[src/rtl/utv_pkg.sv]
package utv_pkg;

	localparam int MAX_TEXT_BYTES = 4096;
	localparam int LEN_W = 13;
	localparam int CNT_W = $clog2(MAX_TEXT_BYTES + 2);
	localparam int CMP_W = (CNT_W > LEN_W) ? CNT_W : LEN_W;

	localparam int APB_ADDR_W = 3;
	localparam int APB_DATA_W = 32;
	localparam logic REG_MAX_LENGTH = 1'b0;
	localparam logic [LEN_W-1:0] MAX_LENGTH_RST = LEN_W'(4096);

	localparam logic [7:0] BYTE_TAB     = 8'h09;
	localparam logic [7:0] BYTE_LF      = 8'h0a;
	localparam logic [7:0] BYTE_CR      = 8'h0d;
	localparam logic [7:0] BYTE_SPACE   = 8'h20;
	localparam logic [7:0] ASCII_MAX    = 8'h7f;
	localparam logic [7:0] CONT_LO      = 8'h80;
	localparam logic [7:0] CONT_HI      = 8'hbf;
	localparam logic [7:0] E0_CONT_LO   = 8'ha0;
	localparam logic [7:0] ED_CONT_HI   = 8'h9f;
	localparam logic [7:0] F0_CONT_LO   = 8'h90;
	localparam logic [7:0] F4_CONT_HI   = 8'h8f;
	localparam logic [7:0] LEAD2_LO     = 8'hc2;
	localparam logic [7:0] LEAD2_HI     = 8'hdf;
	localparam logic [7:0] LEAD3_LO     = 8'he0;
	localparam logic [7:0] LEAD3_HI     = 8'hef;
	localparam logic [7:0] LEAD_ED      = 8'hed;
	localparam logic [7:0] LEAD4_LO     = 8'hf0;
	localparam logic [7:0] LEAD4_HI     = 8'hf4;

	typedef enum logic [2:0] {
		RULE_NORMAL,
		RULE_E0,
		RULE_ED,
		RULE_F0,
		RULE_F4
	} rule_t;

	typedef struct packed {
		logic             text_valid;
		logic [LEN_W-1:0] text_length;
	} result_t;

endpackage

[src/rtl/utv_parser.sv]
module utv_parser
	import utv_pkg::*;
(
	input  logic             clk,
	input  logic             arst_n,
	input  logic             step,
	input  logic [7:0]       data_byte,
	input  logic             last_byte,
	input  logic [LEN_W-1:0] max_length,
	output result_t          result
);

	logic [1:0]       pend_q, pend_n;
	rule_t            rule_q, rule_n;
	logic [CNT_W-1:0] cnt_q, cnt_n;
	logic             err_q, err_n;
	logic             cont_ok;
	logic [CMP_W-1:0] limit;
	logic [CMP_W-1:0] cnt_ext;
	logic             ok;

	always_comb begin
		case (rule_q)
			RULE_E0: cont_ok = (data_byte >= E0_CONT_LO) && (data_byte <= CONT_HI);
			RULE_ED: cont_ok = (data_byte >= CONT_LO) && (data_byte <= ED_CONT_HI);
			RULE_F0: cont_ok = (data_byte >= F0_CONT_LO) && (data_byte <= CONT_HI);
			RULE_F4: cont_ok = (data_byte >= CONT_LO) && (data_byte <= F4_CONT_HI);
			default: cont_ok = (data_byte >= CONT_LO) && (data_byte <= CONT_HI);
		endcase
	end

	always_comb begin
		pend_n = pend_q;
		rule_n = rule_q;
		err_n  = err_q;
		cnt_n  = (cnt_q <= CNT_W'(MAX_TEXT_BYTES)) ? cnt_q + 1'b1 : cnt_q;
		if (!err_q) begin
			if (pend_q != 2'd0) begin
				if (!cont_ok) begin
					err_n = 1'b1;
				end else begin
					rule_n = RULE_NORMAL;
					pend_n = pend_q - 2'd1;
				end
			end else begin
				rule_n = RULE_NORMAL;
				if (data_byte <= ASCII_MAX) begin
					if (data_byte < BYTE_SPACE && data_byte != BYTE_TAB &&
					    data_byte != BYTE_LF && data_byte != BYTE_CR) begin
						err_n = 1'b1;
					end
				end else if (data_byte >= LEAD2_LO && data_byte <= LEAD2_HI) begin
					pend_n = 2'd1;
				end else if (data_byte >= LEAD3_LO && data_byte <= LEAD3_HI) begin
					pend_n = 2'd2;
					if (data_byte == LEAD3_LO) begin
						rule_n = RULE_E0;
					end else if (data_byte == LEAD_ED) begin
						rule_n = RULE_ED;
					end
				end else if (data_byte >= LEAD4_LO && data_byte <= LEAD4_HI) begin
					pend_n = 2'd3;
					if (data_byte == LEAD4_LO) begin
						rule_n = RULE_F0;
					end else if (data_byte == LEAD4_HI) begin
						rule_n = RULE_F4;
					end
				end else begin
					err_n = 1'b1;
				end
			end
		end
	end

	assign cnt_ext = CMP_W'(cnt_n);
	assign limit   = (CMP_W'(max_length) < CMP_W'(MAX_TEXT_BYTES)) ?
	                 CMP_W'(max_length) : CMP_W'(MAX_TEXT_BYTES);
	assign ok      = !err_n && (pend_n == 2'd0) && (cnt_ext <= limit);

	assign result.text_valid  = ok;
	assign result.text_length = ok ? cnt_ext[LEN_W-1:0] : '0;

	always_ff @(posedge clk or negedge arst_n) begin
		if (!arst_n) begin
			pend_q <= 2'd0;
			rule_q <= RULE_NORMAL;
			cnt_q  <= '0;
			err_q  <= 1'b0;
		end else if (step) begin
			if (last_byte) begin
				pend_q <= 2'd0;
				rule_q <= RULE_NORMAL;
				cnt_q  <= '0;
				err_q  <= 1'b0;
			end else begin
				pend_q <= pend_n;
				rule_q <= rule_n;
				cnt_q  <= cnt_n;
				err_q  <= err_n;
			end
		end
	end

	a_cnt_saturates: assert property (@(posedge clk) disable iff (!arst_n)
		cnt_q <= CNT_W'(MAX_TEXT_BYTES + 1))
		else $error("byte count beyond saturation");
	a_rule_only_pending: assert property (@(posedge clk) disable iff (!arst_n)
		pend_q == 2'd0 |-> rule_q == RULE_NORMAL)
		else $error("special rule with no continuation pending");
	a_clear_after_last: assert property (@(posedge clk) disable iff (!arst_n)
		step && last_byte |=> cnt_q == '0 && !err_q && pend_q == 2'd0)
		else $error("state not cleared after final byte");
	a_err_sticky: assert property (@(posedge clk) disable iff (!arst_n)
		err_q && !(step && last_byte) |=> err_q)
		else $error("error flag dropped inside message");

endmodule

[src/rtl/utv_validator_core.sv]
module utv_validator_core
	import utv_pkg::*;
(
	input  logic             clk,
	input  logic             arst_n,
	input  logic             in_valid,
	output logic             in_ready,
	input  logic [7:0]       in_byte,
	input  logic             in_last,
	input  logic [LEN_W-1:0] max_length,
	output logic             res_valid,
	input  logic             res_ready,
	output result_t          res_data
);

	logic       valid_s1;
	logic [7:0] byte_s1;
	logic       last_s1;
	logic       res_valid_q;
	result_t    res_q;
	result_t    parse_res;
	logic       out_free;
	logic       step;

	assign out_free = !res_valid_q || res_ready;
	assign step     = valid_s1 && (!last_s1 || out_free);
	assign in_ready = !valid_s1 || step;

	utv_parser u_parser (
		.clk        (clk),
		.arst_n     (arst_n),
		.step       (step),
		.data_byte  (byte_s1),
		.last_byte  (last_s1),
		.max_length (max_length),
		.result     (parse_res)
	);

	always_ff @(posedge clk or negedge arst_n) begin
		if (!arst_n) begin
			valid_s1 <= 1'b0;
		end else if (in_ready) begin
			valid_s1 <= in_valid;
		end
	end

	always_ff @(posedge clk) begin
		if (in_ready && in_valid) begin
			byte_s1 <= in_byte;
			last_s1 <= in_last;
		end
	end

	always_ff @(posedge clk or negedge arst_n) begin
		if (!arst_n) begin
			res_valid_q <= 1'b0;
		end else if (out_free) begin
			res_valid_q <= step && last_s1;
		end
	end

	always_ff @(posedge clk) begin
		if (step && last_s1) begin
			res_q <= parse_res;
		end
	end

	assign res_valid = res_valid_q;
	assign res_data  = res_q;

	a_len_zero_when_bad: assert property (@(posedge clk) disable iff (!arst_n)
		res_valid_q && !res_q.text_valid |-> res_q.text_length == '0)
		else $error("nonzero length on invalid text");
	a_len_nonzero_when_good: assert property (@(posedge clk) disable iff (!arst_n)
		res_valid_q && res_q.text_valid |-> res_q.text_length != '0)
		else $error("zero length on valid text");
	a_final_waits: assert property (@(posedge clk) disable iff (!arst_n)
		valid_s1 && last_s1 && !out_free |=> valid_s1 && last_s1 && $stable(byte_s1))
		else $error("final byte advanced into full result register");
	a_result_from_final: assert property (@(posedge clk) disable iff (!arst_n)
		out_free && !(step && last_s1) |=> !res_valid_q)
		else $error("result without final byte");

endmodule
[config.mk]
export PLATFORM = sky130hd
export DESIGN_NAME = utv_validator_core
export DESIGN_NICKNAME = d
export VERILOG_FILES = /design/src/rtl/utv_pkg.sv /design/src/rtl/utv_parser.sv /design/src/rtl/utv_validator_core.sv
export SDC_FILE = /design/constraint.sdc
export NUM_CORES = 1
export LEC_CHECK = 0
export BUFFER_PORTS_ARGS = -buffer_cell sky130_fd_sc_hd__buf_4
export CORE_UTILIZATION = 45
export CTS_BUF_LIST = sky130_fd_sc_hd__clkbuf_4 sky130_fd_sc_hd__clkbuf_8
export DETAILED_ROUTE_END_ITERATION = 16
export PLACE_DENSITY = 0.63
export SYNTH_ARGS = -nofsm -noshare
export SYNTH_HDL_FRONTEND = slang
export SYNTH_SLANG_ARGS = --single-unit
[constraint.sdc]
create_clock -name clk -period 4.9 [get_ports clk]
set_input_delay 0.98 -clock clk [delete_from_list [all_inputs] [get_ports clk]]
set_output_delay 0.98 -clock clk [all_outputs]
set_load 0.02 [all_outputs]
==> summary.md, run 1 <==
| Metric | Value |
|---|---|
| Status | `complete, no violations` |
| Clock slew at reported path FFs | `90 ps` |
| Post-synthesis compound-gate area fraction | `15.19%` |
| Fraction of layout cells with a size suffix above 1 | `22.64%` |
| Final ANT Viol Nets | `0` |
| FF-to-FF path depth | `13` |
| Mux cell area share after synthesis | `2.344%` |
| TritonCTS clock tree | `yes` |
| Top-Level Pins | `42` |
| Syn Area/Cell | `10.17 um2` |
| Rows | `28` |
| Post-CTS Setup Repair Bufs | `0` |
| Initial antenna violation count | `0` |
| WL met2 | `2801 um` |
| CP Max Fanout | `14` |
| Worst setup SP type | `register` |
| Yosys reg bits | `44` |
| Clock Latency Late Sink | `300 ps` |
| Final setup violation count | `0` |
| Actual slew at the worst max-slew pin | `655.0 ps` |
| Sequential area share after synthesis | `43.82%` |
| Reg-to-reg critical path startpoint | `u_parser.cnt_q[1]` |
| Fin. max-slew vios | `0` |
| CTS max path bufs | `2` |
| Lkg Pwr | `1.362 nW` |
| Core area | `5921 um2` |
| Worst relative slew slack | `56.34%` |
| # diodes | `0` |
| Top cells by area, synth | `edfxtp_1 (25%), dfrtp_1 (19%), ha_1 (5.9%)` |
| CP Class | `register to register` |
| H-tree depth | `2` |
| Fmax | `0.2458 GHz` |
| Combinational family with the most area after synthesis | `simple AND/OR/NAND/NOR gates` |
| GPL Wtd Cong | `0.8710` |
| Root buf cell | `clkbuf_8` |
| Post-synth EDFFs | `23` |
| DR vias | `2207` |
| Maximum number of pins on one net before global-route repair | `22` |
| Total CTS buffers | `5` |
| Synth Area in Adders | `5.861%` |
| WL met3 | `268 um` |
| Die X | `80.53 um` |
| Worst R2R End | `res_data[6]` |
| Net count after synthesis | `312` |
| Starting DRT DRC Count | `113` |
| Most frequent cells in the layout | `buf_4 (43), nand2_1 (34), edfxtp_1 (23)` |
| Cts hold-fix bufs | `0` |
| Metal-1 WL | `3132 um` |
| Max-cap violations | `0` |
| Async set or reset register ratio after synthesis | `47.73%` |
| Design Area, Final | `3256 um2` |
| Leading cell type in the layout, fill and taps excluded | `buf_4` |
| DRC violations left | `0` |
| Post_cts resized | `0` |
| Die height | `80.53 um` |
| Ys flop type | `edfxtp_1` |
| GR Overflow Total | `0` |
| Post-Synth Simple-Gate Area | `24.08%` |
| Dpl hpwl | `4887 um` |
| Post-DP Area | `3149 um2` |
| Critical Path RT | `5010 ps` |
| Synth unique cells | `63` |
| Critical path launch point | `u_parser.cnt_q[1]` |
| Share of the synthesized area in the top cell type | `24.89%` |
| XOR/XNOR share of the synthesized area | `5.005%` |
| Via/cell ratio | `5.616` |
| Final min period | `4069 ps` |
| First-pass GRT wire length | `10290 um` |
| Final Hold Viols | `0` |
| Starting Density | `46.87%` |
| Global Route Usage Sum | `21.47%` |
| Routed len/inst | `16.00 um` |
| Pwr/cell area | `295.5 nW/um2` |
| Hold Crit Class | `input pin to asynchronous set/reset pin` |
| Crit path DAT | `4180 ps` |
| Total negative slack | `0 ps` |
| Cells after Synth | `273` |
| Area leader, netlist | `edfxtp_1` |
| Die ar. | `6485 um2` |
| RSZ-0062 raised after global routing | `no` |
| Number of global-route vias before repair | `2078` |
| Final layout net count | `356` |
| Port buffer count | `41` |
| Worst setup EP type | `register` |
| YS warnings | `0` |
| CTS sink count | `44` |
| Top Layer Used | `met4` |
| Routed WL | `6288 um` |
| Clock Skews | `9.112 ps` |
| TritonRoute pass-1 iters | `4` |
| Cell Area, Synth | `2775 um2` |
| Setup slack, reg-to-reg | `830 ps` |
| Area added between synthesis and finish | `17.31%` |
| Max IR drop VDD | `0.1549 mV` |
| Tcrit/Tclk final | `83.04%` |
-- synth_stat cells (3+ instances only) --
cell type	instances
nor2_1	10
clkbuf_1	3
and2_1	4
a21oi_1	7
a31oi_1	3
nand3_1	7
nor4bb_1	3
a21o_1	4
dfrtp_1	21
mux2_2	4
o21ai_0	20
nor3_1	15
or2_2	3
nor3b_1	6
or3b_2	3
nand2b_1	5
nand2_1	34
nor2b_1	4
o32ai_1	3
nand3b_1	4
xnor2_1	12
inv_1	15
ha_1	13
edfxtp_1	23
-- power breakdown --
group	internal [W]	switching [W]
Clock	0.000149	0.000126
Combinational	0.0000994	0.000149
Sequential	0.000417	0.0000224
Total	0.000665	0.000297
-- how the worst max path moves through the flow --
stage               slack [ps]            to
floorplan                 1290  res_data[10]
global placement           960  res_data[12]
detailed placement         900   res_data[6]
CTS                        840   res_data[5]
global route               560   res_data[0]
finish                     830   res_data[6]
-- kinds of logic (layout without fill, tap and decap cells) --
| logic type | after synthesis | in the layout |
|---|---|---|
| simple gates | 117 | 117 |
| compound gates | 57 | 57 |
| flops | 44 | 44 |
| buf+inv | 22 | 67 |
| xor+xnor | 14 | 14 |
| fa+ha+maj | 13 | 13 |
| mux | 6 | 6 |
-- final cells by class --
cell class              count  area [um2]
clock buffers               5       68.82
clock inverters             3       37.54
fillers                   559        2665
inverters                  16       60.06
multi-input cells         207        1456
flip-flops and latches     44        1216
well taps                  75       93.84
repair buffers             43       322.8
-- sequential cells by signal, summed over array words and instances (netlist names) --
signal,cells
res_data,14
u_parser.cnt_q,13
byte_s1,8
u_parser.rule_q,3
u_parser.pend_q,2
last_s1,1
res_valid,1
u_parser.err_q,1
valid_s1,1
-- metrics by stage --
step                      std cells  utilization (%)  total power [W]  hold slack [ps]  setup WS (ps)
after global routing            393            54.99         0.001012            571.5          556.6
after CTS                       393            54.99        0.0009673            561.3          840.3
final                           393            54.99        0.0009621            553.2          831.1
after detailed placement        385            53.19        0.0006953            550.0          899.1
after global placement          385            53.19        0.0006935            547.1          957.3
after floorplan                 273                -        0.0006251            504.6           1289
-- metal layers --
layer	vias up	GRT usage, %
met2	44	32.97
met5	-	0
met1	1052	30.19
met4	0	6.607
met3	7	4.318
li1	1104	-
-- worst max-delay path, cell delays in order, from the launching register on --
cell,delay [ps]
dfrtp_1,430
inv_1,100
ha_1,140
or4b_4,460
o31ai_4,450
and3_2,280
xor2_1,190
ha_1,270
a21o_1,180
a21o_1,170
a221o_1,330
nor3_1,200
o2111ai_2,370
nor3_1,300
Power figures use the tool's default switching activity.
==> run 2, diff against run 1 <==
PLACE_DENSITY = 0.66   (was 0.63)
clock period = 3.5 ns   (was 4.9 ns; I/O delays follow)
==> summary.md, run 2 (same netlist as run 1, synthesis figures left out) <==
| Metric | Value |
|---|---|
| Fraction of layout cells with a size suffix above 1 | `36.68% (was 22.64%)` |
| Fillcell total | `497 (was 559)` |
| Routed len/inst | `15.94 um (was 16.00 um)` |
| Final Hold Viols | `0 (unchanged)` |
| Reg-to-reg critical path startpoint | `u_parser.cnt_q[1] (unchanged)` |
| Cell Chain, Critical Path | `inv_2 -> ha_4 -> or4b_4 -> o31ai_4 -> and3_4 -> xor2_2 -> ha_1 -> a21o_1 -> a21o_1 -> a221o_1 -> nor3_2 -> o2111ai_2 -> buf_6 -> nor3b_2 (was inv_1 -> ha_1 -> or4b_4 -> o31ai_4 -> and3_2 -> xor2_1 -> ha_1 -> a21o_1 -> a21o_1 -> a221o_1 -> nor3_1 -> o2111ai_2 -> nor3_1)` |
| Final worst slack | `-126.8 ps (was 831.1 ps)` |
| Worst setup SP type | `register (unchanged)` |
| Maximum number of pins on one net before global-route repair | `22 (unchanged)` |
| Failing checks | `setup timing` |
| Crit path DAT | `3780 ps (was 4180 ps)` |
| Starting Density | `46.87% (unchanged)` |
| Part of the power in combinational logic | `35.0% (was 25.8%)` |
| Lkg Pwr | `1.545 nW (was 1.362 nW)` |
| Final Util | `61.86% (was 54.99%)` |
| Core area | `5921 um2 (unchanged)` |
| TritonCTS clock tree | `yes (unchanged)` |
| Number of flip-flops under the largest register name | `14 (unchanged)` |
| Final min period | `3627 ps (was 4069 ps)` |
| Placed cell count | `410 (was 385)` |
| Worst relative slew slack | `15.59% (was 56.34%)` |
| GPL Wtd Cong | `0.9318 (was 0.8710)` |
| First-pass GRT wire length | `10560 um (was 10290 um)` |
| Tcrit/Tclk final | `103.6% (was 83.04%)` |
| Die ar. | `6485 um2 (unchanged)` |
| Max IR drop VDD | `0.3129 mV (was 0.1549 mV)` |
| Hold slack | `262.3 ps (was 553.2 ps)` |
| Root buf cell | `clkbuf_8 (unchanged)` |
| Die X | `80.53 um (unchanged)` |
| Actual slew at the worst max-slew pin | `1261 ps (was 655.0 ps)` |
| Rows | `28 (unchanged)` |
| Via/cell ratio | `5.672 (was 5.616)` |
| Worst path most repeated cell | `a21o_1` |
| Critical Path RT | `3660 ps (was 5010 ps)` |
| Status | `complete, but fails checks (was complete, no violations)` |
| Total Power | `0.001455 W (was 0.0009621 W)` |
| Most frequent cells in the layout | `buf_4 (70), nand2_1 (33), edfxtp_1 (23) (was buf_4 (43), nand2_1 (34), edfxtp_1 (23))` |
| Clock Skews | `7.724 ps (was 9.112 ps)` |
| Register share of total power | `42.0% (was 45.7%)` |
| Max-cap violations | `0 (unchanged)` |
| Fmax | `0.2757 GHz (was 0.2458 GHz)` |
| RSZ-0062 raised after global routing | `yes (was no)` |
| Cts hold-fix bufs | `0 (unchanged)` |
| Slowest cell on the critical path | `or4b_4 (unchanged)` |
| Worst R2R End | `res_data[5] (was res_data[6])` |
| Leading cell type in the layout, fill and taps excluded | `buf_4 (unchanged)` |
| Starting DRT DRC Count | `137 (was 113)` |
| Internal Power | `0.0009599 W (was 0.0006651 W)` |
| Clock Latency Late Sink | `310 ps (was 300 ps)` |
| Clock slew at reported path FFs | `90 ps (about the same)` |
| Switching component of the power | `0.0004951 W (was 0.0002971 W)` |
| CP Class | `register to register (unchanged)` |
| Pwr/cell area | `397.3 nW/um2 (was 295.5 nW/um2)` |
| CTS sink count | `44 (unchanged)` |
| Top-Level Pins | `42 (unchanged)` |
| TritonRoute pass-1 iters | `4 (unchanged)` |
| FF-to-FF path depth | `14 (was 13)` |
| Final setup violation count | `14 (was 0)` |
| CTS max path bufs | `2 (unchanged)` |
| Area added between synthesis and finish | `31.97% (was 17.31%)` |
| Routed WL | `6760 um (was 6288 um)` |
| Port buffer count | `41 (unchanged)` |
| CP Max Fanout | `7 (was 14)` |
| Dpl hpwl | `5028 um (was 4887 um)` |
| Final layout net count | `387 (was 356)` |
| Die height | `80.53 um (unchanged)` |
| Switching share of power | `34.03% (was 30.88%)` |
| Total negative slack | `-1354 ps (was 0 ps)` |
| Fin. max-slew vios | `0 (unchanged)` |
| Max incr delay on CP | `460 ps (about the same)` |
| Non-Filler Instances | `424 (was 393)` |
| H-tree depth | `2 (unchanged)` |
| Total CTS buffers | `5 (unchanged)` |
| GR Overflow Total | `0 (unchanged)` |
| Clk network pwr share | `23.0% (was 28.5%)` |
| Hold Crit Class | `input pin to asynchronous set/reset pin (unchanged)` |
| Final ANT Viol Nets | `0 (unchanged)` |
| # diodes | `0 (unchanged)` |
| Global Route Usage Sum | `22.12% (was 21.47%)` |
| Worst setup EP type | `register (unchanged)` |
| DR vias | `2405 (was 2207)` |
| Setup slack, reg-to-reg | `-130 ps (was 830 ps)` |
| DRC violations left | `0 (unchanged)` |
| Initial antenna violation count | `0 (unchanged)` |
| Number of global-route vias before repair | `2145 (was 2078)` |
## run 2: changes by cell type in the layout (fill, tap and decap cells not counted), sizes merged
| cell | delta |
|---|---|
| clkinv | -2 |
| bufinv | -1 |
| inv | +3 |
| clkbuf | +1 |
| buf | +30 |
## run 2: power groups by stage
stage / sequential, W / combinational (W) / clock (W)
final: 0.000611 / 0.000509 / 0.000335
after global routing: 0.000616 / 0.000551 / 0.000359
after CTS: 0.000610 / 0.000410 / 0.000340
after detailed placement: 0.000621 / 0.000384 / 0
after floorplan: 0.000631 / 0.000245 / 0
after global placement: 0.000620 / 0.000381 / 0
## run 2: worst max path at each step
stage / from / end / slack (ps) / cells past startpoint
after global routing: u_parser.cnt_q[1] / res_data[4] / -270 / 15
after global placement: u_parser.cnt_q[1] / res_data[3] / -20 / 13
final: u_parser.cnt_q[1] / res_data[5] / -130 / 14
after floorplan: u_parser.cnt_q[1] / res_data[9] / 20 / 14
after detailed placement: u_parser.cnt_q[1] / res_data[1] / -110 / 13
after CTS: u_parser.cnt_q[1] / res_data[8] / -20 / 14
## run 2: timing repair
item,4_1_cts,5_1_grt
buffers inserted,0,4
setup endpoints to repair,14,14
gates cloned,0,2
gates resized for setup,9,22
pin swaps,0,14
## run 2: final cells by class
type	instances	area [um2]	area share (%)
clock buffer	5	68.82	1.879
tap	75	93.84	2.562
timing repair buffer	74	593.1	16.19
multi-input combinational	207	1607	43.87
sequential	44	1216	33.21
inverter	16	60.06	1.640
clock inverter	3	23.77	0.6491
## run 2: per-layer routing
metal,up-vias,part of all wire [%],GRT usage (%),routed length (um)
met5,-,0,0,0
met4,0,2.0,8.571,133
met3,9,4.5,4.205,301
met2,65,44,31.95,2990
met1,1164,49,32.30,3334
li1,1167,-,-,-
## run 2: worst max-delay path: cells and delay by family (launching register included)
family / cells / cell delay (ps)
buffers and inverters: 2 / 280
AO/OA/AOI/OAI: 5 / 1140
XOR/XNOR: 1 / 170
adder cells (fa/ha/maj): 2 / 380
flip-flops: 1 / 400
AND/OR/NAND/NOR: 4 / 1110
## run 2: stage by stage
step                      instance area [um2]  setup WS, ps
after floorplan                          2786         15.38
after global placement                   3348        -19.98
after detailed placement                 3348        -106.2
after CTS                                3493        -23.51
after global routing                     3662        -268.2
final                                    3662        -126.8
