===== src/rtl/utv_pkg.sv =====
package utv_pkg;

	localparam int MAX_TEXT_BYTES = 4096;
	localparam int LEN_W = 13;
	localparam int CNT_W = $clog2(MAX_TEXT_BYTES + 2);
	localparam int CMP_W = (CNT_W > LEN_W) ? CNT_W : LEN_W;

	localparam int APB_ADDR_W = 3;
	localparam int APB_DATA_W = 32;
	localparam logic REG_MAX_LENGTH = 1'b0;
	localparam logic [LEN_W-1:0] MAX_LENGTH_RST = LEN_W'(4096);

	localparam logic [7:0] BYTE_TAB     = 8'h09;
	localparam logic [7:0] BYTE_LF      = 8'h0a;
	localparam logic [7:0] BYTE_CR      = 8'h0d;
	localparam logic [7:0] BYTE_SPACE   = 8'h20;
	localparam logic [7:0] ASCII_MAX    = 8'h7f;
	localparam logic [7:0] CONT_LO      = 8'h80;
	localparam logic [7:0] CONT_HI      = 8'hbf;
	localparam logic [7:0] E0_CONT_LO   = 8'ha0;
	localparam logic [7:0] ED_CONT_HI   = 8'h9f;
	localparam logic [7:0] F0_CONT_LO   = 8'h90;
	localparam logic [7:0] F4_CONT_HI   = 8'h8f;
	localparam logic [7:0] LEAD2_LO     = 8'hc2;
	localparam logic [7:0] LEAD2_HI     = 8'hdf;
	localparam logic [7:0] LEAD3_LO     = 8'he0;
	localparam logic [7:0] LEAD3_HI     = 8'hef;
	localparam logic [7:0] LEAD_ED      = 8'hed;
	localparam logic [7:0] LEAD4_LO     = 8'hf0;
	localparam logic [7:0] LEAD4_HI     = 8'hf4;

	typedef enum logic [2:0] {
		RULE_NORMAL,
		RULE_E0,
		RULE_ED,
		RULE_F0,
		RULE_F4
	} rule_t;

	typedef struct packed {
		logic             text_valid;
		logic [LEN_W-1:0] text_length;
	} result_t;

endpackage


===== src/rtl/utv_apb_regs.sv =====
module utv_apb_regs
	import utv_pkg::*;
(
	input  logic                  clk,
	input  logic                  arst_n,
	input  logic                  psel,
	input  logic                  penable,
	input  logic                  pwrite,
	input  logic [APB_ADDR_W-1:0] paddr,
	input  logic [APB_DATA_W-1:0] pwdata,
	output logic [APB_DATA_W-1:0] prdata,
	output logic                  pready,
	output logic [LEN_W-1:0]      max_length
);

	logic [LEN_W-1:0] max_length_q;
	logic             wr_en;
	logic             sel_max;

	assign pready  = 1'b1;
	assign sel_max = (paddr[APB_ADDR_W-1] == REG_MAX_LENGTH);
	assign wr_en   = psel && penable && pwrite && pready;

	always_ff @(posedge clk or negedge arst_n) begin
		if (!arst_n) begin
			max_length_q <= MAX_LENGTH_RST;
		end else if (wr_en && sel_max) begin
			max_length_q <= pwdata[LEN_W-1:0];
		end
	end

	always_comb begin
		prdata = '0;
		if (sel_max) begin
			prdata = APB_DATA_W'(max_length_q);
		end
	end

	assign max_length = max_length_q;

	a_write_lands: assert property (@(posedge clk) disable iff (!arst_n)
		wr_en && sel_max |=> max_length_q == $past(pwdata[LEN_W-1:0]))
		else $error("max_length write lost");
	a_hold_without_write: assert property (@(posedge clk) disable iff (!arst_n)
		!(wr_en && sel_max) |=> $stable(max_length_q))
		else $error("max_length changed without write");
	a_read_back: assert property (@(posedge clk) disable iff (!arst_n)
		sel_max |-> prdata[LEN_W-1:0] == max_length_q)
		else $error("max_length read mismatch");

endmodule


===== config.mk =====
export PLATFORM = sky130hd
export DESIGN_NAME = utv_apb_regs
export DESIGN_NICKNAME = d
export VERILOG_FILES = /design/src/rtl/utv_pkg.sv /design/src/rtl/utv_apb_regs.sv
export SDC_FILE = /design/constraint.sdc
export NUM_CORES = 1
export LEC_CHECK = 0
export ABC_AREA = 1
export BUFFER_PORTS_ARGS = -buffer_cell sky130_fd_sc_hd__buf_2
export CORE_MARGIN = 2
export CORE_UTILIZATION = 37
export DETAILED_ROUTE_END_ITERATION = 10
export GPL_TIMING_DRIVEN = 0
export PLACE_DENSITY = 0.85
export SLEW_MARGIN = 15
export SYNTH_ARGS = -nofsm -noshare
export SYNTH_HDL_FRONTEND = slang
export SYNTH_SLANG_ARGS = --single-unit

===== constraint.sdc =====
create_clock -name clk -period 2.66 [get_ports clk]
set_clock_uncertainty 0.2 [all_clocks]
set_input_delay 0.399 -clock clk [delete_from_list [all_inputs] [get_ports clk]]
set_output_delay 0.399 -clock clk [all_outputs]
set_load 0.01 [all_outputs]

==> results of run 1 <==
## layer usage
layer  track usage  vias up  share of wire
li1              -      414              -
met1        0.1705      315           0.39
met2        0.2785       50           0.48
met3       0.03869        2           0.12
met4       0.04054        0         0.0054
met5             0        -              0
## layout make-up
class	instances	area, um2	share of cell area
buffer	24	178.9	0.1543
clock buffer	4	26.28	0.02265
inverter	15	56.30	0.04854
multi-input combinational	75	307.8	0.2654
sequential	13	326.6	0.2816
tap	27	33.78	0.02913
timing repair buffer	45	230.2	0.1985
## metrics by stage
stage	util	hold WS (ps)
floorplan	-	-96.59
global placement	0.5613	95.07
detailed placement	0.5613	100.0
CTS	0.5794	154.9
global route	0.5794	149.3
finish	0.5794	159.4
## cells by family after synthesis
group / count (synthesis) / synth area share
AND/OR/NAND/NOR: 55 / 0.2902
buffers and inverters: 39 / 0.2933
flip-flops: 13 / 0.4072
other: 2 / 0.009364
## cells in the mapped netlist
cell,n
sky130_fd_sc_hd__inv_1,15
sky130_fd_sc_hd__dfstp_2,1
sky130_fd_sc_hd__dfrtp_1,12
sky130_fd_sc_hd__buf_2,2
sky130_fd_sc_hd__conb_1,2
sky130_fd_sc_hd__nor2_1,13
sky130_fd_sc_hd__nand2_1,27
sky130_fd_sc_hd__buf_6,1
sky130_fd_sc_hd__nand2_2,1
sky130_fd_sc_hd__buf_4,21
sky130_fd_sc_hd__nor2_4,1
sky130_fd_sc_hd__nand3_1,13
## power by group through the flow
stage / Sequential (W) / Clock [W] / Combinational (W)
2_1_floorplan: 0.000284 / 0 / 0.000107
3_3_place_gp: 0.000267 / 0 / 0.000208
3_5_place_dp: 0.000270 / 0 / 0.000215
4_1_cts: 0.000267 / 0.000122 / 0.000216
5_1_grt: 0.000272 / 0.000133 / 0.000239
6_report: 0.000266 / 0.000119 / 0.000214
## how the worst max path moves through the flow
stage	end	slack [ps]	depth (start not counted)
finish	prdata[12]	1010	3
global route	prdata[12]	950	3
CTS	prdata[12]	1000	3
detailed placement	prdata[9]	1040	4
global placement	prdata[8]	1060	4
floorplan	prdata[12]	1320	2
## tightest hold or removal path, delay by kind of cell
| kind | cells | cell delay, ps |
|---|---|---|
| simple gates | 2 | 120 |
| buf+inv | 1 | 80 |
## timing repair
| item | in CTS | in global routing |
|---|---|---|
| endpoints found under the hold margin | 12 | 0 |
| setup endpoints to repair | 0 | 0 |
| hold buffers | 1 | 0 |
==> impl_metrics.xml, run 1 <==
<?xml version="1.0" encoding="UTF-8"?>
<metrics>
  <group name="grt">
    <metric name="grt_pass1_wl" unit="um">2980</metric>
    <metric name="first_global_vias" unit="">688</metric>
    <metric name="maximum_number_of_pins_on_one_net_before_global_route_repair" unit="">14</metric>
    <metric name="antenna_violations_before_repair" unit="">0</metric>
    <metric name="overflow" unit="">0</metric>
    <metric name="track_usage" unit="">0.1509</metric>
  </group>
  <group name="die">
    <metric name="die_h" unit="um">50.56</metric>
    <metric name="design.portCount" unit="">86</metric>
    <metric name="fp.coreArea" unit="um2">2002</metric>
    <metric name="die_area" unit="um2">2556</metric>
    <metric name="die_x" unit="um">50.56</metric>
    <metric name="num_rows" unit="">16</metric>
    <metric name="initial_utilization" unit="">0.4006</metric>
  </group>
  <group name="drt">
    <metric name="routed_via_density" unit="">3.847</metric>
    <metric name="routed_wire_length_per_instance" unit="um">9.054</metric>
    <metric name="final_antenna_net_count" unit="">0</metric>
    <metric name="route.vias.total" unit="">781</metric>
    <metric name="detailedRoute.firstIterationViolations" unit="">14</metric>
    <metric name="number_of_iterations_in_the_first_detailed_routing_pass" unit="">4</metric>
    <metric name="drt_wl_total" unit="um">1838</metric>
    <metric name="remaining_drc_errors" unit="">0</metric>
  </group>
  <group name="placed_design">
    <metric name="placed_cell_area" unit="um2">1124</metric>
    <metric name="dp_worst_setup_slack" unit="ps">1043</metric>
    <metric name="hpwlAfterDp" unit="um">1520</metric>
    <metric name="numPortBuffers" unit="">44</metric>
    <metric name="place.detailed.instances" unit="">198</metric>
    <metric name="gp_congestion" unit="">0.7105</metric>
  </group>
  <group name="yosys">
    <metric name="synth_top_area_cell" unit="">sky130_fd_sc_hd__dfrtp_1</metric>
    <metric name="netlist_area" unit="um2">802.0</metric>
    <metric name="synth_top_area_share" unit="">0.3744</metric>
    <metric name="synthesis.instances" unit="">109</metric>
    <metric name="synth_cell_types" unit="">12</metric>
    <metric name="seq_area_frac_synth" unit="">0.4072</metric>
    <metric name="yosys_warnings" unit="">0</metric>
    <metric name="synth.area.top_cells" unit="">sky130_fd_sc_hd__dfrtp_1 37%, sky130_fd_sc_hd__buf_4 20%, sky130_fd_sc_hd__nand2_1 13%</metric>
    <metric name="postSynthAreaPerCell" unit="um2">7.358</metric>
    <metric name="synth-seq-cells" unit="">13</metric>
  </group>
  <group name="worst_setup_path">
    <metric name="worst-r2r-setup-slack" unit="ps">1760</metric>
    <metric name="worstPathRequired" unit="ps">2060</metric>
    <metric name="worst_setup_path_end_kind" unit="">primary output</metric>
    <metric name="worst_path_class_setup" unit="">reg -&gt; out</metric>
    <metric name="critPathMaxFanout" unit="">3</metric>
    <metric name="worst_r2r_endpoint" unit="">max_length[12]$_DFFE_PN1P_</metric>
    <metric name="critical_path.n_buffers_inverters" unit="">2</metric>
    <metric name="critPathSlowestCell" unit="">sky130_fd_sc_hd__dfstp_2</metric>
    <metric name="rr_worst_depth" unit="">2</metric>
    <metric name="critical_path_arrival" unit="ps">1050</metric>
    <metric name="reg2reg_from" unit="">max_length[12]$_DFFE_PN1P_</metric>
    <metric name="critical_path.startpoint_type" unit="">flop</metric>
    <metric name="crit_path_cell_trace" unit="">inv_1 -&gt; nor2_1 -&gt; buf_2</metric>
    <metric name="critPathMaxStageDelay" unit="ps">540</metric>
    <metric name="critPathLaunch" unit="">max_length[12]$_DFFE_PN1P_</metric>
    <metric name="cpLargestDelayFamily" unit="">flip-flops</metric>
  </group>
  <group name="timing">
    <metric name="timing.fmax" unit="MHz">604.9</metric>
    <metric name="timing.final.crit_period" unit="ps">1653</metric>
    <metric name="final_critical_path_setup_slack" unit="ps">1007</metric>
    <metric name="setup_violations" unit="">0</metric>
    <metric name="rsz0062_at_grt" unit="">no</metric>
    <metric name="fin_setup_tns" unit="ps">0</metric>
    <metric name="slew_viol_final" unit="">0</metric>
    <metric name="timing.final.crit_share" unit="">0.6215</metric>
    <metric name="final-hold-violation-count" unit="">0</metric>
  </group>
  <group name="power">
    <metric name="share_clk_of_total_power" unit="">0.198</metric>
    <metric name="p_int" unit="W">0.0003904</metric>
    <metric name="p_total" unit="W">0.0005987</metric>
    <metric name="ir_drop" unit="mV">0.3516</metric>
    <metric name="power_frac_comb" unit="">0.358</metric>
    <metric name="power_density" unit="nW/um2">516.2</metric>
    <metric name="netSwitchingPower" unit="W">0.0002082</metric>
    <metric name="p_leak" unit="nW">0.7682</metric>
    <metric name="seqPwrFrac" unit="">0.444</metric>
    <metric name="power.share.switching" unit="">0.3478</metric>
  </group>
  <group name="final_layout">
    <metric name="design_area" unit="um2">1160</metric>
    <metric name="leading_cell_type_in_the_layout_fill_and_taps_excluded" unit="">sky130_fd_sc_hd__buf_2</metric>
    <metric name="design.final.nets" unit="">217</metric>
    <metric name="num_antenna_cells" unit="">0</metric>
    <metric name="final_layout_size_suffix_gt1_frac" unit="">0.4205</metric>
    <metric name="filler_cell_count" unit="">211</metric>
    <metric name="most_used_cells_in_the_layout_excluding_fill_and_tap_cells" unit="">46 x sky130_fd_sc_hd__buf_2, 27 x sky130_fd_sc_hd__nand2_1, 21 x sky130_fd_sc_hd__buf_4</metric>
    <metric name="flip_flop_count_of_the_largest_register_all_copies_and_words_added" unit="">13</metric>
    <metric name="instances_no_fill" unit="">203</metric>
    <metric name="flow.area_growth_from_synthesis" unit="%">44.62</metric>
  </group>
  <group name="cts">
    <metric name="clk_pin_slew_worst_paths" unit="ps">80</metric>
    <metric name="cts.sinks" unit="">13</metric>
    <metric name="tritoncts_clock_tree" unit="">built</metric>
    <metric name="post_cts_resized" unit="">0</metric>
    <metric name="cts_buffers" unit="">3</metric>
    <metric name="cts.htree.levels" unit="">1</metric>
    <metric name="root_buffer" unit="">sky130_fd_sc_hd__clkbuf_4</metric>
    <metric name="post_cts.repair.setup_buffers" unit="">0</metric>
    <metric name="clk_path_buf_depth" unit="">2</metric>
    <metric name="insertion_delay_to_the_later_sink_of_the_worst_skew_pair" unit="ps">270</metric>
  </group>
  <group name="hold_path">
    <metric name="hold_path_cells" unit="">3</metric>
    <metric name="holdCritPathClass" unit="">in -&gt; reg</metric>
    <metric name="hold_end" unit="">max_length[5]$_DFFE_PN0P_</metric>
    <metric name="worst_hold_start" unit="">pwdata[5]</metric>
  </group>
  <group name="run_status">
    <metric name="run_status" unit="">finished, final reports clean</metric>
  </group>
  <group name="run">
    <metric name="cap_violations" unit="">0</metric>
  </group>
</metrics>
Note: power is estimated with default switching activity, not from simulation.
==> run 2: changes to the inputs <==
- CORE_UTILIZATION: 37 -> 34
- PLACE_DENSITY: 0.85 -> 0.79
- clock period: 2.66 -> 1.6 ns (I/O delays scaled with it)
==> run 2 against run 1 <==
Against the previous run: first-iteration DRC count is 43% lower; via count is 7.2% higher; critical path depth stayed put; sequential cell count stayed put; register-to-register slack worse by 1100 ps; die area is 8.1% higher; sequential share of layout area is 2.7 points lower; worst setup slack worse by 900 ps.
==> impl_metrics.xml, run 2 (synthesized netlist as in run 1, its figures left out) <==
<?xml version="1.0" encoding="UTF-8"?>
<metrics>
  <group name="cts">
    <metric name="clk_path_buf_depth" unit="">2</metric>
    <metric name="post_cts.repair.setup_buffers" unit="">0</metric>
    <metric name="cts_buffers" unit="">3</metric>
    <metric name="root_buffer" unit="">sky130_fd_sc_hd__clkbuf_4</metric>
    <metric name="insertion_delay_to_the_later_sink_of_the_worst_skew_pair" unit="ps">270</metric>
    <metric name="tritoncts_clock_tree" unit="">built</metric>
    <metric name="cts.sinks" unit="">13</metric>
    <metric name="post_cts_resized" unit="">0</metric>
    <metric name="cts.htree.levels" unit="">1</metric>
    <metric name="clk_pin_slew_worst_paths" unit="ps">80</metric>
  </group>
  <group name="drt">
    <metric name="remaining_drc_errors" unit="">0</metric>
    <metric name="final_antenna_net_count" unit="">0</metric>
    <metric name="route.vias.total" unit="">837</metric>
    <metric name="drt_wl_total" unit="um">1974</metric>
    <metric name="routed_wire_length_per_instance" unit="um">9.139</metric>
    <metric name="detailedRoute.firstIterationViolations" unit="">8</metric>
    <metric name="routed_via_density" unit="">3.875</metric>
    <metric name="number_of_iterations_in_the_first_detailed_routing_pass" unit="">4</metric>
  </group>
  <group name="worst_setup_path">
    <metric name="worst_path_class_setup" unit="">reg -&gt; out</metric>
    <metric name="critPathMaxStageDelay" unit="ps">550</metric>
    <metric name="critical_path.startpoint_type" unit="">flop</metric>
    <metric name="critPathSlowestCell" unit="">sky130_fd_sc_hd__dfstp_2</metric>
    <metric name="crit_path_cell_trace" unit="">inv_1 -&gt; nor2_1 -&gt; buf_2</metric>
    <metric name="cpLargestDelayFamily" unit="">flip-flops</metric>
    <metric name="critical_path_arrival" unit="ps">1060</metric>
    <metric name="critPathMaxFanout" unit="">3</metric>
    <metric name="worstPathRequired" unit="ps">1160</metric>
    <metric name="critical_path.n_buffers_inverters" unit="">2</metric>
    <metric name="worst_setup_path_end_kind" unit="">primary output</metric>
  </group>
  <group name="run">
    <metric name="cap_violations" unit="">0</metric>
  </group>
  <group name="final_layout">
    <metric name="most_used_cells_in_the_layout_excluding_fill_and_tap_cells" unit="">46 x sky130_fd_sc_hd__buf_2, 27 x sky130_fd_sc_hd__nand2_1, 21 x sky130_fd_sc_hd__buf_4</metric>
    <metric name="instances_no_fill" unit="">216</metric>
    <metric name="design_area" unit="um2">1281</metric>
    <metric name="leading_cell_type_in_the_layout_fill_and_taps_excluded" unit="">sky130_fd_sc_hd__buf_2</metric>
    <metric name="flow.area_growth_from_synthesis" unit="%">59.75</metric>
    <metric name="filler_cell_count" unit="">207</metric>
    <metric name="num_antenna_cells" unit="">0</metric>
    <metric name="final_layout_size_suffix_gt1_frac" unit="">0.3936</metric>
    <metric name="flip_flop_count_of_the_largest_register_all_copies_and_words_added" unit="">13</metric>
    <metric name="design.final.nets" unit="">229</metric>
  </group>
  <group name="timing">
    <metric name="slew_viol_final" unit="">0</metric>
    <metric name="rsz0062_at_grt" unit="">no</metric>
    <metric name="final-hold-violation-count" unit="">0</metric>
    <metric name="setup_violations" unit="">0</metric>
    <metric name="timing.fmax" unit="MHz">668.2</metric>
    <metric name="timing.final.crit_share" unit="">0.9353</metric>
    <metric name="fin_setup_tns" unit="ps">0</metric>
    <metric name="timing.final.crit_period" unit="ps">1496</metric>
  </group>
  <group name="die">
    <metric name="die_h" unit="um">52.57</metric>
    <metric name="fp.coreArea" unit="um2">2212</metric>
    <metric name="num_rows" unit="">17</metric>
    <metric name="design.portCount" unit="">86</metric>
    <metric name="die_area" unit="um2">2764</metric>
    <metric name="die_x" unit="um">52.57</metric>
    <metric name="initial_utilization" unit="">0.3626</metric>
  </group>
  <group name="power">
    <metric name="ir_drop" unit="mV">0.4415</metric>
    <metric name="share_clk_of_total_power" unit="">0.204</metric>
    <metric name="p_leak" unit="nW">0.8183</metric>
    <metric name="power_density" unit="nW/um2">798.8</metric>
    <metric name="seqPwrFrac" unit="">0.428</metric>
    <metric name="p_total" unit="W">0.001023</metric>
    <metric name="power_frac_comb" unit="">0.368</metric>
    <metric name="p_int" unit="W">0.0006682</metric>
    <metric name="netSwitchingPower" unit="W">0.0003552</metric>
    <metric name="power.share.switching" unit="">0.3471</metric>
  </group>
  <group name="placed_design">
    <metric name="place.detailed.instances" unit="">199</metric>
    <metric name="hpwlAfterDp" unit="um">1379</metric>
    <metric name="placed_cell_area" unit="um2">1125</metric>
    <metric name="gp_congestion" unit="">0.7100</metric>
    <metric name="numPortBuffers" unit="">44</metric>
  </group>
  <group name="grt">
    <metric name="maximum_number_of_pins_on_one_net_before_global_route_repair" unit="">14</metric>
    <metric name="overflow" unit="">0</metric>
    <metric name="grt_pass1_wl" unit="um">3049</metric>
    <metric name="track_usage" unit="">0.1554</metric>
    <metric name="first_global_vias" unit="">717</metric>
    <metric name="antenna_violations_before_repair" unit="">0</metric>
  </group>
  <group name="run_status">
    <metric name="run_status" unit="">finished, final reports clean</metric>
  </group>
  <group name="hold_path">
    <metric name="holdCritPathClass" unit="">in -&gt; reg</metric>
  </group>
</metrics>
## run 2: cell count changes in the layout (fill, tap and decap cells not counted)
cell	previous run	this run
sky130_fd_sc_hd__dlygate4sd3_1	1	13
## run 2: layout make-up
class / count / area, um2 / share of cell area
repair buffers: 57 / 350.3 / 0.2734
flip-flops and latches: 13 / 326.6 / 0.2549
multi-input cells: 75 / 307.8 / 0.2402
plain buffers: 24 / 178.9 / 0.1396
inverters: 15 / 56.30 / 0.04395
well taps: 28 / 35.03 / 0.02734
clock buffers: 4 / 26.28 / 0.02051
## run 2: metrics by stage
step | util | hold WS, ps | worst slack [ps]
floorplan | - | -255.6 | 417.4
global placement | 0.5085 | -58.88 | 319.7
detailed placement | 0.5085 | -58.18 | 319.5
CTS | 0.5792 | 5.000 | 93.49
global route | 0.5792 | 20.16 | 1.209
finish | 0.5792 | 10.88 | 103.5
## run 2: path summary, 6_finish.rpt
check                                           start                          to  slack, ps  cells past startpoint
hold reg to reg            max_length[12]$_DFFE_PN1P_  max_length[12]$_DFFE_PN1P_        290                      2
min in group asynchronous                      arst_n   max_length[5]$_DFFE_PN0P_        180                      2
setup / recovery           max_length[12]$_DFFE_PN1P_                  prdata[12]        100                      3
max in group asynchronous                      arst_n  max_length[12]$_DFFE_PN1P_        740                      2
setup reg to reg           max_length[12]$_DFFE_PN1P_  max_length[12]$_DFFE_PN1P_        690                      2
hold / removal                              pwdata[1]   max_length[1]$_DFFE_PN0P_         10                      3
## run 2: power groups by stage
stage	Combinational, W	Clock (W)	Sequential (W)
floorplan	0.000179	0	0.000472
global placement	0.000345	0	0.000444
detailed placement	0.000351	0	0.000446
CTS	0.000376	0.000214	0.000439
global route	0.000425	0.000237	0.000448
finish	0.000377	0.000209	0.000438
## run 2: metal layers
metal | track usage | wire length, um
met1 | 0.1658 | 791
met2 | 0.2750 | 1018
met3 | 0.06286 | 153
met4 | 0.05128 | 10
met5 | 0 | 0
## run 2: repair_timing
action                                 in CTS  in global routing
endpoints found under the hold margin      25                  0
setup endpoints to repair                   0                  0
hold buffers                               13                  0
## run 2: worst reg2reg max path, delay by kind of cell, from the launching register on
family           cells  cell delay (ps)
AND/OR/NAND/NOR      2              110
flip-flops           1              550
==> run 3: changes to the inputs <==
- BUFFER_PORTS_ARGS: -buffer_cell sky130_fd_sc_hd__buf_2 -> default
- CORE_UTILIZATION: 34 -> 45
- DONT_BUFFER_PORTS: default -> 1
- PLACE_DENSITY: 0.79 -> default
==> run 3 against run 2 <==
Against the previous run: count of clock-buffer cells in the layout unchanged; worst setup slack lost 31 ps; register-to-register slack got worse by 30 ps; sequential power grew 9.8%; wire length shrank 9.2%; fmax decreased by 2.0%; combinational power fell by 38%; worst hold slack gained 13 ps; critical path depth increased by 1; sequential cell count is the same.
==> impl_metrics.xml, run 3 (synthesized netlist as in run 1, its figures left out) <==
<?xml version="1.0" encoding="UTF-8"?>
<metrics>
  <group name="timing">
    <metric name="timing.fmax" unit="MHz">654.7</metric>
    <metric name="timing.slew.headroom" unit="">0.6142</metric>
    <metric name="fin_setup_tns" unit="ps">0</metric>
    <metric name="worst-slew-pin-transition" unit="ps">576.8</metric>
    <metric name="rsz0062_at_grt" unit="">no</metric>
    <metric name="slew_viol_final" unit="">0</metric>
    <metric name="timing.final.crit_share" unit="">0.9546</metric>
    <metric name="timing.final.crit_period" unit="ps">1527</metric>
    <metric name="setup_violations" unit="">0</metric>
    <metric name="final-hold-violation-count" unit="">0</metric>
  </group>
  <group name="die">
    <metric name="design.portCount" unit="">86</metric>
    <metric name="initial_utilization" unit="">0.4696</metric>
    <metric name="num_rows" unit="">15</metric>
    <metric name="die_area" unit="um2">2136</metric>
    <metric name="fp.coreArea" unit="um2">1708</metric>
    <metric name="die_h" unit="um">46.22</metric>
    <metric name="die_x" unit="um">46.22</metric>
  </group>
  <group name="cts">
    <metric name="root_buffer" unit="">sky130_fd_sc_hd__clkbuf_4</metric>
    <metric name="cts.htree.levels" unit="">1</metric>
    <metric name="cts_buffers" unit="">3</metric>
    <metric name="post_cts_resized" unit="">0</metric>
    <metric name="clk_pin_slew_worst_paths" unit="ps">80</metric>
    <metric name="cts.sinks" unit="">13</metric>
    <metric name="tritoncts_clock_tree" unit="">built</metric>
    <metric name="insertion_delay_to_the_later_sink_of_the_worst_skew_pair" unit="ps">270</metric>
    <metric name="clk_path_buf_depth" unit="">2</metric>
  </group>
  <group name="power">
    <metric name="power_density" unit="nW/um2">839.8</metric>
    <metric name="p_total" unit="W">0.0009215</metric>
    <metric name="p_leak" unit="nW">0.6311</metric>
    <metric name="ir_drop" unit="mV">0.5303</metric>
  </group>
  <group name="worst_setup_path">
    <metric name="critPathMaxFanout" unit="">1</metric>
    <metric name="critical_path.startpoint_type" unit="">input pin</metric>
    <metric name="worst_r2r_endpoint" unit="">max_length[12]$_DFFE_PN1P_</metric>
    <metric name="worst_path_class_setup" unit="">in -&gt; reg</metric>
    <metric name="worstPathRequired" unit="ps">1560</metric>
    <metric name="reg2reg_from" unit="">max_length[12]$_DFFE_PN1P_</metric>
    <metric name="critical_path_arrival" unit="ps">1490</metric>
    <metric name="worst-r2r-setup-slack" unit="ps">660</metric>
    <metric name="rr_worst_depth" unit="">2</metric>
    <metric name="worst_setup_path_end_kind" unit="">flop</metric>
  </group>
  <group name="final_layout">
    <metric name="most_used_cells_in_the_layout_excluding_fill_and_tap_cells" unit="">27 x sky130_fd_sc_hd__nand2_1, 21 x sky130_fd_sc_hd__buf_4, 20 x sky130_fd_sc_hd__conb_1</metric>
    <metric name="flip_flop_count_of_the_largest_register_all_copies_and_words_added" unit="">13</metric>
    <metric name="num_antenna_cells" unit="">0</metric>
    <metric name="core_occupancy_in_the_finished_layout" unit="">0.6425</metric>
    <metric name="filler_cell_count" unit="">158</metric>
    <metric name="area_taken_by_flip_flops_and_latches" unit="um2">326.6</metric>
    <metric name="combined_area_of_the_multi_input_logic_cells" unit="um2">307.8</metric>
    <metric name="final_layout_size_suffix_gt1_frac" unit="">0.2027</metric>
    <metric name="design_area" unit="um2">1097</metric>
    <metric name="design.final.nets" unit="">189</metric>
    <metric name="leading_cell_type_in_the_layout_fill_and_taps_excluded" unit="">sky130_fd_sc_hd__nand2_1</metric>
    <metric name="flow.area_growth_from_synthesis" unit="%">36.82</metric>
  </group>
  <group name="grt">
    <metric name="grt_pass1_wl" unit="um">2691</metric>
    <metric name="top_usage_layer" unit="">met2</metric>
    <metric name="groute.layer.met3.usage" unit="">0.04314</metric>
    <metric name="maximum_number_of_pins_on_one_net_before_global_route_repair" unit="">14</metric>
    <metric name="grtUsageMet1" unit="">0.2094</metric>
    <metric name="groute.layer.met2.usage" unit="">0.3056</metric>
    <metric name="track_usage" unit="">0.1771</metric>
    <metric name="antenna_violations_before_repair" unit="">0</metric>
    <metric name="overflow" unit="">0</metric>
    <metric name="first_global_vias" unit="">589</metric>
  </group>
  <group name="drt">
    <metric name="remaining_drc_errors" unit="">0</metric>
    <metric name="route.vias.total" unit="">698</metric>
    <metric name="routed_wire_length_per_instance" unit="um">10.36</metric>
    <metric name="final_antenna_net_count" unit="">0</metric>
    <metric name="number_of_iterations_in_the_first_detailed_routing_pass" unit="">4</metric>
    <metric name="detailedRoute.firstIterationViolations" unit="">8</metric>
    <metric name="routed_via_density" unit="">4.035</metric>
    <metric name="drt_wl_total" unit="um">1792</metric>
  </group>
  <group name="hold_path">
    <metric name="holdCritPathClass" unit="">in -&gt; reg</metric>
    <metric name="worst_hold_start" unit="">paddr[2]</metric>
    <metric name="hold_path_cells" unit="">4</metric>
    <metric name="hold_end" unit="">max_length[7]$_DFFE_PN0P_</metric>
  </group>
  <group name="run_status">
    <metric name="run_status" unit="">finished, final reports clean</metric>
  </group>
  <group name="placed_design">
    <metric name="placed_cell_area" unit="um2">900.9</metric>
    <metric name="hpwlAfterDp" unit="um">1197</metric>
    <metric name="gp_congestion" unit="">0.6987</metric>
    <metric name="numPortBuffers" unit="">0</metric>
  </group>
  <group name="run">
    <metric name="cap_violations" unit="">0</metric>
  </group>
</metrics>
## run 3: cell types whose count changed in the layout (fill, tap and decap cells not counted), sizes merged
| cell | delta |
|---|---|
| buf | -44 |
| dlygate4sd3 | +4 |
## run 3: stage by stage
step	cells	worst slack [ps]	hold WS, ps
5_1_grt	173	26.76	67.05
2_1_floorplan	127	417.4	-255.6
3_5_place_dp	152	396.1	-255.3
6_report	173	72.57	24.29
4_1_cts	173	94.10	21.66
3_3_place_gp	152	397.1	-255.3
## run 3: layout make-up
class,count,area share
Timing Repair Buffer,17,0.1551
Multi-Input combinational cell,75,0.2805
Tap cell,25,0.02851
Buffer,24,0.1631
Sequential cell,13,0.2976
Inverter,15,0.05131
Clock buffer,4,0.02395
## run 3: worst max path at each step
stage	from	to	slack [ps]	cells past startpoint
floorplan	max_length[12]$_DFFE_PN1P_	prdata[12]	420	2
global placement	max_length[12]$_DFFE_PN1P_	prdata[12]	400	2
detailed placement	max_length[12]$_DFFE_PN1P_	prdata[12]	400	2
CTS	max_length[12]$_DFFE_PN1P_	prdata[12]	90	2
global route	pwdata[8]	max_length[8]$_DFFE_PN0P_	30	4
finish	pwdata[8]	max_length[8]$_DFFE_PN0P_	70	4
## run 3: layer usage
metal | part of all wire | routed length, um
met3 | 0.088 | 157
met2 | 0.52 | 932
met1 | 0.39 | 694
met4 | 0.0039 | 7
met5 | 0 | 0
## run 3: repair_timing
action                    4_1_cts  5_1_grt
hold buffers                   17        0
hold endpoints to repair       26        0
buffers inserted                0        0
## run 3: critical path, stage by stage
cell and delay [ps]:
sky130_fd_sc_hd__dlygate4sd3_1 530, sky130_fd_sc_hd__nand3_1 90, sky130_fd_sc_hd__dlygate4sd3_1 570, sky130_fd_sc_hd__nand2_1 60
## run 3: report_power, final
| group | internal, W | leakage (nW) | switching [W] | total, W |
|---|---|---|---|---|
| Clock | 0.0000966 | 0.0150 | 0.000109 | 0.000206 |
| Combinational | 0.000102 | 0.455 | 0.000133 | 0.000235 |
| Sequential | 0.000394 | 0.161 | 0.0000872 | 0.000481 |
